[src/rtl/core/upd_pkg.sv]
`timescale 1ns / 1ps

package upd_pkg;

  localparam logic [7:0] CHAR_PLUS  = 8'h2B;
  localparam logic [7:0] CHAR_PCT   = 8'h25;
  localparam logic [7:0] CHAR_SPACE = 8'h20;

  localparam int MAX_RESULTS = 3;

  typedef struct packed {
    logic [1:0] cnt;
    logic [7:0] b0;
    logic [7:0] b1;
    logic [7:0] b2;
    logic       last;
  } decode_t;

  function automatic logic is_digit(input logic [7:0] b);
    return (b >= 8'd48) && (b <= 8'd57);
  endfunction

  function automatic logic is_hex(input logic [7:0] b);
    return is_digit(b) || ((b >= 8'd97) && (b <= 8'd102)) || ((b >= 8'd65) && (b <= 8'd70));
  endfunction

  function automatic logic [3:0] hex_val(input logic [7:0] b);
    logic [7:0] v;
    v = 8'd0;
    if (is_digit(b)) begin
      v = b - 8'd48;
    end else if ((b >= 8'd97) && (b <= 8'd102)) begin
      v = b - 8'd87;
    end else if ((b >= 8'd65) && (b <= 8'd70)) begin
      v = b - 8'd55;
    end
    return v[3:0];
  endfunction

  function automatic logic is_safe(input logic [7:0] v);
    logic s;
    s = is_digit(v) || ((v >= 8'd97) && (v <= 8'd122)) || ((v >= 8'd65) && (v <= 8'd90));
    s = s || (v == 8'h21) || (v == 8'h24) || ((v >= 8'h26) && (v <= 8'h2F));
    s = s || (v == 8'h3A) || (v == 8'h3B) || (v == 8'h3D) || (v == 8'h3F);
    s = s || (v == 8'h40) || (v == 8'h5F);
    return s;
  endfunction

endpackage

[src/rtl/core/upd_decoder.sv]
`timescale 1ns / 1ps

module upd_decoder import upd_pkg::*; (
  input  logic       clk,
  input  logic       rst_n,
  input  logic       commit,
  input  logic [7:0] in_byte,
  input  logic       in_last,
  output decode_t    dec
);

  localparam logic [1:0] PH_PLAIN = 2'd0;
  localparam logic [1:0] PH_PCT   = 2'd1;
  localparam logic [1:0] PH_DIGIT = 2'd2;

  logic [1:0] phase_r, phase_nxt;
  logic [7:0] held_r, held_nxt;

  logic       b_hex;
  logic       b_pct;
  logic [7:0] plain_byte;
  logic [7:0] pair_val;

  always_comb begin
    b_hex      = is_hex(in_byte);
    b_pct      = (in_byte == CHAR_PCT);
    plain_byte = (in_byte == CHAR_PLUS) ? CHAR_SPACE : in_byte;
    pair_val   = {hex_val(held_r), hex_val(in_byte)};

    phase_nxt = PH_PLAIN;
    held_nxt  = held_r;
    dec.cnt   = 2'd0;
    dec.b0    = CHAR_PCT;
    dec.b1    = CHAR_PCT;
    dec.b2    = CHAR_PCT;
    dec.last  = in_last;

    case (phase_r)
      PH_PCT: begin
        if (b_hex) begin
          held_nxt  = in_byte;
          phase_nxt = PH_DIGIT;
          if (in_last) begin
            dec.b1  = in_byte;
            dec.cnt = 2'd2;
          end
        end else if (b_pct) begin
          phase_nxt = PH_PCT;
          dec.cnt   = in_last ? 2'd2 : 2'd1;
        end else begin
          dec.b1  = plain_byte;
          dec.cnt = 2'd2;
        end
      end
      PH_DIGIT: begin
        if (b_hex) begin
          if (!is_safe(pair_val)) begin
            dec.b0  = pair_val;
            dec.cnt = 2'd1;
          end else begin
            dec.b1  = held_r;
            dec.b2  = in_byte;
            dec.cnt = 2'd3;
          end
        end else if (b_pct) begin
          phase_nxt = PH_PCT;
          dec.b1    = held_r;
          dec.cnt   = in_last ? 2'd3 : 2'd2;
        end else begin
          dec.b1  = held_r;
          dec.b2  = plain_byte;
          dec.cnt = 2'd3;
        end
      end
      default: begin
        if (b_pct) begin
          phase_nxt = PH_PCT;
          dec.cnt   = in_last ? 2'd1 : 2'd0;
        end else begin
          dec.b0  = plain_byte;
          dec.cnt = 2'd1;
        end
      end
    endcase

    if (in_last) begin
      phase_nxt = PH_PLAIN;
    end
  end

  always_ff @(posedge clk) begin
    if (!rst_n) begin
      phase_r <= PH_PLAIN;
      held_r  <= 8'd0;
    end else if (commit) begin
      phase_r <= phase_nxt;
      held_r  <= held_nxt;
    end
  end

endmodule

[src/rtl/core/upd_out_buf.sv]
`timescale 1ns / 1ps

module upd_out_buf import upd_pkg::*; (
  input  logic       clk,
  input  logic       rst_n,
  input  logic       load,
  input  decode_t    grp,
  output logic       can_load,
  output logic       out_tvalid,
  input  logic       out_tready,
  output logic [7:0] out_tdata,
  output logic       out_tlast
);

  logic [1:0] cnt_r, cnt_nxt;
  logic [7:0] q0_r, q0_nxt;
  logic [7:0] q1_r, q1_nxt;
  logic [7:0] q2_r, q2_nxt;
  logic       last_r, last_nxt;
  logic       take;

  assign out_tvalid = (cnt_r != 2'd0);
  assign out_tdata  = q0_r;
  assign out_tlast  = last_r && (cnt_r == 2'd1);
  assign take       = out_tvalid && out_tready;
  assign can_load   = (cnt_r == 2'd0) || ((cnt_r == 2'd1) && out_tready);

  always_comb begin
    cnt_nxt  = cnt_r;
    q0_nxt   = q0_r;
    q1_nxt   = q1_r;
    q2_nxt   = q2_r;
    last_nxt = last_r;
    if (load) begin
      cnt_nxt  = grp.cnt;
      q0_nxt   = grp.b0;
      q1_nxt   = grp.b1;
      q2_nxt   = grp.b2;
      last_nxt = grp.last;
    end else if (take) begin
      cnt_nxt = cnt_r - 2'd1;
      q0_nxt  = q1_r;
      q1_nxt  = q2_r;
    end
  end

  always_ff @(posedge clk) begin
    if (!rst_n) begin
      cnt_r <= 2'd0;
    end else begin
      cnt_r <= cnt_nxt;
    end
  end

  always_ff @(posedge clk) begin
    q0_r   <= q0_nxt;
    q1_r   <= q1_nxt;
    q2_r   <= q2_nxt;
    last_r <= last_nxt;
  end

endmodule

[src/rtl/core/url_percent_decoder_top.sv]
`timescale 1ns / 1ps

// channel   dir  tdata           tlast     notes
// in_       in   [7:0] in_byte   in_last   one encoded byte per request
// out_      out  [7:0] out_byte  out_last  zero to three decoded bytes per input byte
//
// an input byte is decoded in the cycle after it is taken into the input register
// one input byte per cycle while each yields at most one output byte and out_tready is high
// an escape that passes through as three bytes holds the input until the result buffer is down to its last byte
// rst_n clears the escape phase and empties the input register and the result buffer
// out_tready low stalls the result buffer, then the input register, then in_tready

module url_percent_decoder_top import upd_pkg::*; (
  input  logic       clk,
  input  logic       rst_n,
  input  logic       in_tvalid,
  output logic       in_tready,
  input  logic [7:0] in_tdata,   // [7:0] in_byte
  input  logic       in_tlast,
  output logic       out_tvalid,
  input  logic       out_tready,
  output logic [7:0] out_tdata,  // [7:0] out_byte
  output logic       out_tlast
);

  logic       in_valid_r, in_valid_nxt;
  logic [7:0] in_byte_r;
  logic       in_last_r;
  logic       in_take;
  logic       commit;
  logic       can_load;
  logic       load;
  decode_t    dec;

  assign commit    = in_valid_r && ((dec.cnt == 2'd0) || can_load);
  assign load      = commit && (dec.cnt != 2'd0);
  assign in_tready = !in_valid_r || commit;
  assign in_take   = in_tvalid && in_tready;

  always_comb begin
    in_valid_nxt = in_valid_r;
    if (in_take) begin
      in_valid_nxt = 1'b1;
    end else if (commit) begin
      in_valid_nxt = 1'b0;
    end
  end

  always_ff @(posedge clk) begin
    if (!rst_n) begin
      in_valid_r <= 1'b0;
    end else begin
      in_valid_r <= in_valid_nxt;
    end
  end

  always_ff @(posedge clk) begin
    if (in_take) begin
      in_byte_r <= in_tdata;
      in_last_r <= in_tlast;
    end
  end

  upd_decoder u_dec (
    .clk     (clk),
    .rst_n   (rst_n),
    .commit  (commit),
    .in_byte (in_byte_r),
    .in_last (in_last_r),
    .dec     (dec)
  );

  upd_out_buf u_buf (
    .clk        (clk),
    .rst_n      (rst_n),
    .load       (load),
    .grp        (dec),
    .can_load   (can_load),
    .out_tvalid (out_tvalid),
    .out_tready (out_tready),
    .out_tdata  (out_tdata),
    .out_tlast  (out_tlast)
  );

  // every string end produces at least one byte
  a_last_has_result: assert property (@(posedge clk) disable iff (!rst_n)
    (commit && in_last_r) |-> (dec.cnt != 2'd0))
    else $error("string end committed with no output byte");

  // a loaded group shows up on the output next cycle
  a_load_shows: assert property (@(posedge clk) disable iff (!rst_n)
    load |=> out_tvalid)
    else $error("decoded group lost after load");

  // an accepted byte is held in the input register
  a_take_holds: assert property (@(posedge clk) disable iff (!rst_n)
    in_take |=> in_valid_r)
    else $error("accepted input byte dropped");

  // a stalled tail byte keeps its end marker
  a_tlast_stall: assert property (@(posedge clk) disable iff (!rst_n)
    (out_tvalid && out_tlast && !out_tready) |=> (out_tvalid && out_tlast))
    else $error("end marker lost under stall");

endmodule
[config.mk]
export PLATFORM = sky130hd
export DESIGN_NAME = url_percent_decoder_top
export DESIGN_NICKNAME = d
export VERILOG_FILES = /design/src/rtl/core/upd_pkg.sv /design/src/rtl/core/upd_decoder.sv /design/src/rtl/core/upd_out_buf.sv /design/src/rtl/core/url_percent_decoder_top.sv
export SDC_FILE = /design/constraint.sdc
export NUM_CORES = 1
export LEC_CHECK = 0
export BUFFER_PORTS_ARGS = -buffer_cell sky130_fd_sc_hd__buf_4
export CAP_MARGIN = 20
export CORE_ASPECT_RATIO = 1.2
export CORE_MARGIN = 3
export CORE_UTILIZATION = 53
export CTS_BUF_LIST = sky130_fd_sc_hd__clkbuf_8
export CTS_CLUSTER_DIAMETER = 120
export DETAILED_ROUTE_END_ITERATION = 10
export GPL_TIMING_DRIVEN = 0
export PLACE_DENSITY = 0.77
export SLEW_MARGIN = 5
export SYNTH_ARGS = -nofsm -noshare
export SYNTH_HDL_FRONTEND = slang
export SYNTH_SLANG_ARGS = --single-unit
[constraint.sdc]
create_clock -name clk -period 10 [get_ports clk]
set_input_delay 0 -clock clk [delete_from_list [all_inputs] [get_ports clk]]
set_output_delay 0 -clock clk [all_outputs]
set_load 0.01 [all_outputs]
==> load_flow_metrics.sql <==
INSERT INTO impl_metrics (metric_group, metric, value, unit) VALUES
('drt', 'firstDrtPassIters', '4', ''),
('floorplan', 'die_boundary_width', '74.4', 'um'),
('synthesis', 'yosys_top_cell_by_area', 'edfxtp_1', ''),
('cts', 'cts_hold_buf', '11', ''),
('pwr', 'pwr_per_cell_area', '156', 'mW/mm^2'),
('timing', 'achievable-frequency', '271', 'MHz'),
('cts', 'count_of_instances_resized_after_the_clock_tree_is_built', '0', ''),
('min_path', 'hold_start', 'out_tready', ''),
('worst_setup_path', 'setup.worst_path.start_class', 'flop', ''),
('timing', 'timing_max_transition_violations_final', '0', ''),
('drt', 'via_per_inst', '6.24', ''),
('placed_design', 'detailedPlacementHpwl', '5220', 'um'),
('floorplan', 'die-height', '88.1', 'um'),
('cts', 'worst_skew_pair.late_latency', '300', 'ps'),
('synthesis', 'seq_area_frac_synth', '43.0', '%'),
('final_layout', 'design.final.nets', '373', ''),
('synthesis', 'syn_area', '0.00298', 'mm^2'),
('synthesis', 'synth_edf_count', '34', ''),
('drt', 'drc', '0', ''),
('floorplan', 'design.core.area', '0.00537', 'mm^2'),
('timing', 'finClkSkew', '8.71', 'ps'),
('timing', 'timing.final.crit_period', '3690', 'ps'),
('global_routing', 'grt_pass1_vias', '2459', ''),
('worst_setup_path', 'timing.critical_path.to_type', 'flop', ''),
('global_routing', 'grt_use_total', '23.3', '%'),
('pwr', 'ir_worst_vdd', '0.103', 'mV'),
('cts', 'htree_levels', '2', ''),
('cts', 'root_buffer', 'clkbuf_8', ''),
('cts', 'deepest_clock_path_buffer_count', '2', ''),
('timing', 'totalNegativeSetupSlack', '0', 'ps'),
('worst_setup_path', 'worst-r2r-cell-count', '12', ''),
('synthesis', 'number_of_unique_standard_cell_types_used_by_synthesis', '62', ''),
('synthesis', 'area_share_of_the_largest_cell_type_after_synthesis', '34.3', '%'),
('drt', 'detailedRoute.firstIterationViolations', '169', ''),
('cts', 'cts_setup_buffers', '0', ''),
('synthesis', 'synth-async-reset-ratio', '0', '%'),
('global_routing', 'grt-ovfl-total', '0', ''),
('timing', 'setup-violations-final', '0', ''),
('min_path', 'hold_class', 'primary input to flop', ''),
('global_routing', 'antenna_found_initial', '0', ''),
('drt', 'wl_per_cell', '17.2', 'um'),
('run_status', 'result_of_the_run', 'finished, final reports clean', ''),
('placed_design', 'place_congestion', '0.912', ''),
('pwr', 'report.power.total', '539', 'uW'),
('cts', 'clk_pin_slew', '80', 'ps'),
('synthesis', 'net_count_synth', '331', ''),
('worst_setup_path', 'r2r_slack', '6310', 'ps'),
('worst_setup_path', 'crit-reg2reg-launch', 'in_byte_r[1]$_DFFE_PP_', ''),
('drt', 'detailroute.via_count', '2569', ''),
('timing', 'slew-limit-headroom', '51.3', '%'),
('final_layout', 'area_growth_syn_to_layout', '15.9', '%'),
('synthesis', 'post_synth_inst_count', '307', ''),
('cts', 'tritoncts', 'yes', ''),
('drt', 'drt_wirelength', '7100', 'um'),
('floorplan', 'boundaryPins', '24', ''),
('synthesis', 'ys_seq_elements', '47', ''),
('synthesis', 'synth_top_cells_by_area', 'edfxtp_1, dfxtp_1, ha_1', ''),
('floorplan', 'floorplan.initialDensity', '55.4', '%'),
('pwr', 'leakagePower', '1.32', 'nW'),
('cts', 'cts_num_sinks', '47', ''),
('synthesis', 'syn_area_per_cell', '9.70', 'um^2'),
('timing', 'timing_hold_violations_final', '0', ''),
('worst_setup_path', 'worstPathMaxFanout', '10', ''),
('final_layout', 'post_route_cells_drive_above_1_share', '14.3', '%'),
('floorplan', 'dieArea', '0.00656', 'mm^2'),
('worst_setup_path', 'reg2reg_to', 'u_buf.q1_r[4]$_DFFE_PP_', ''),
('final_layout', 'antenna_cells', '0', ''),
('floorplan', 'num_rows', '29', ''),
('cts', 'tritoncts.num_buffers', '5', ''),
('min_path', 'timing.hold.worst_path_depth', '5', ''),
('synthesis', 'synth_ff_type', 'edfxtp_1', ''),
('flow_run', 'max_cap_viol_count', '0', ''),
('synthesis', 'synthesis.yosys.warnings', '0', ''),
('drt', 'final_antenna_net_count', '0', ''),
('min_path', 'holdPathEnd', 'u_buf.cnt_r[0]$_SDFFE_PN0P_', ''),
('worst_setup_path', 'setup.worst_path.class', 'flop to flop', ''),
('global_routing', 'grt_pass1_wl', '11700', 'um'),
('global_routing', 'pin_count_of_the_biggest_net_entering_global_routing', '15', ''),
('placed_design', 'io_buffers', '23', ''),
('timing', 'rsz0062_at_grt', 'no', ''),
('worst_setup_path', 'critical_path_arrival', '3750', 'ps'),
('worst_setup_path', 'worstPathRequired', '10060', 'ps'),
('timing', 'fin_crit_sh', '36.9', '%'),
('timing', 'tightestPinTransition', '729', 'ps');
==> how the worst max path moves through the flow <==
| stage | from | end | cells after the start |
|---|---|---|---|
| after detailed placement | in_byte_r[1]$_DFFE_PP_ | u_buf.q1_r[4]$_DFFE_PP_ | 12 |
| after global routing | in_byte_r[0]$_DFFE_PP_ | u_buf.out_tdata[0]$_DFFE_PP_ | 12 |
| after floorplan | in_byte_r[0]$_DFFE_PP_ | u_buf.cnt_r[1]$_SDFFE_PN0P_ | 11 |
| after global placement | in_byte_r[0]$_DFFE_PP_ | u_buf.cnt_r[1]$_SDFFE_PN0P_ | 11 |
| final | in_byte_r[1]$_DFFE_PP_ | u_buf.q1_r[4]$_DFFE_PP_ | 12 |
| after CTS | in_byte_r[1]$_DFFE_PP_ | u_buf.q1_r[4]$_DFFE_PP_ | 12 |
==> metrics by stage <==
| stage | std cells | utilization (%) | hold slack (ps) | worst slack (ps) | instance area [um^2] |
|---|---|---|---|---|---|
| final | 412 | 64.3 | 164 | 6310 | 3450 |
| after detailed placement | 393 | 60.2 | 180 | 6440 | 3230 |
| after floorplan | 307 | - | 98.9 | 6760 | 2980 |
| after global routing | 412 | 64.3 | 181 | 6030 | 3450 |
| after CTS | 412 | 64.3 | 159 | 6380 | 3450 |
| after global placement | 392 | 60.1 | 178 | 5980 | 3230 |
==> state kept, by name (all words and copies together), names as in the netlist <==
signal	flops
in_byte_r	8
u_buf.out_tdata	8
u_buf.q1_r	8
u_buf.q2_r	8
u_dec.held_r	8
u_buf.cnt_r	2
u_dec.phase_r	2
in_last_r	1
in_valid_r	1
u_buf.last_r	1
==> synthesized netlist by cell type (3+ instances only) <==
library cell and count:
edfxtp_1 34, nand2_1 32, o21ai_0 17, nor2_1 16, a21oi_1 14, dfxtp_1 13, inv_1 13, nor2b_1 13
clkbuf_1 12, ha_1 11, o21ai_1 8, a32oi_1 7, mux2i_1 7, nand3_1 7, a21o_1 6, and3_1 6
and2_1 5, nand2b_1 5, nor3_1 5, a211oi_1 4, a22oi_1 4, a311oi_1 4, nand3b_1 4, a31oi_1 3
buf_6 3, mux2_2 3, nor4b_1 3, o21a_1 3
==> per-layer routing <==
metal	wire [um]	share of wire [%]	up-vias	global-route usage (%)
met3	308	4.3	24	3.33
met2	3510	49	103	39.1
li1	-	-	1248	-
met1	2990	42	1194	28.9
met5	0	0	-	0
met4	297	4.2	0	11.8
==> layout by cell type, fill, tap and decap left out, types with 9 or more instances in the layout <==
master and count:
o21ai_0 16, edfxtp_1 34, o21ai_1 9, inv_1 15
dfxtp_1 13, nor2_1 16, nand2_1 32, buf_4 24
dlygate4sd3_1 11, clkbuf_1 12, ha_1 11, nor2b_1 13
a21oi_1 14
==> area by class of cell <==
type	instances	area [um^2]
inverter	13	48.8
timing repair buffer	35	290
buffer	17	88.8
fill	454	1920
clock inverter	3	37.5
sequential	47	1280
multi-input combinational	230	1560
clock buffer	5	68.8
tap	62	77.6
==> critical path: stages, from the launching register on <==
cell	delay [ps]
edfxtp_1	510
inv_1	160
ha_1	270
nor3b_1	340
nor4_4	70
a32oi_1	590
nor2b_1	230
mux2_2	350
a32oi_1	170
o311a_2	260
buf_6	160
o21ai_2	60
mux2_2	270
==> cells by family (layout without fill, tap and decap cells) <==
logic type	Yosys count	in the layout	synth area share [%]
mux	11	11	3.95
flops	47	47	43.0
compound gates	94	94	22.2
simple gates	113	113	21.3
buf+inv	30	73	4.62
fa+ha+maj	11	11	4.62
xor+xnor	1	1	0.294
==> report_power, final <==
part           switching, mW  total, mW  internal, mW
clock network         0.0624      0.135        0.0728
registers             0.0153      0.266         0.251
logic                 0.0797      0.138        0.0580
(Power assumes the default switching activity.)
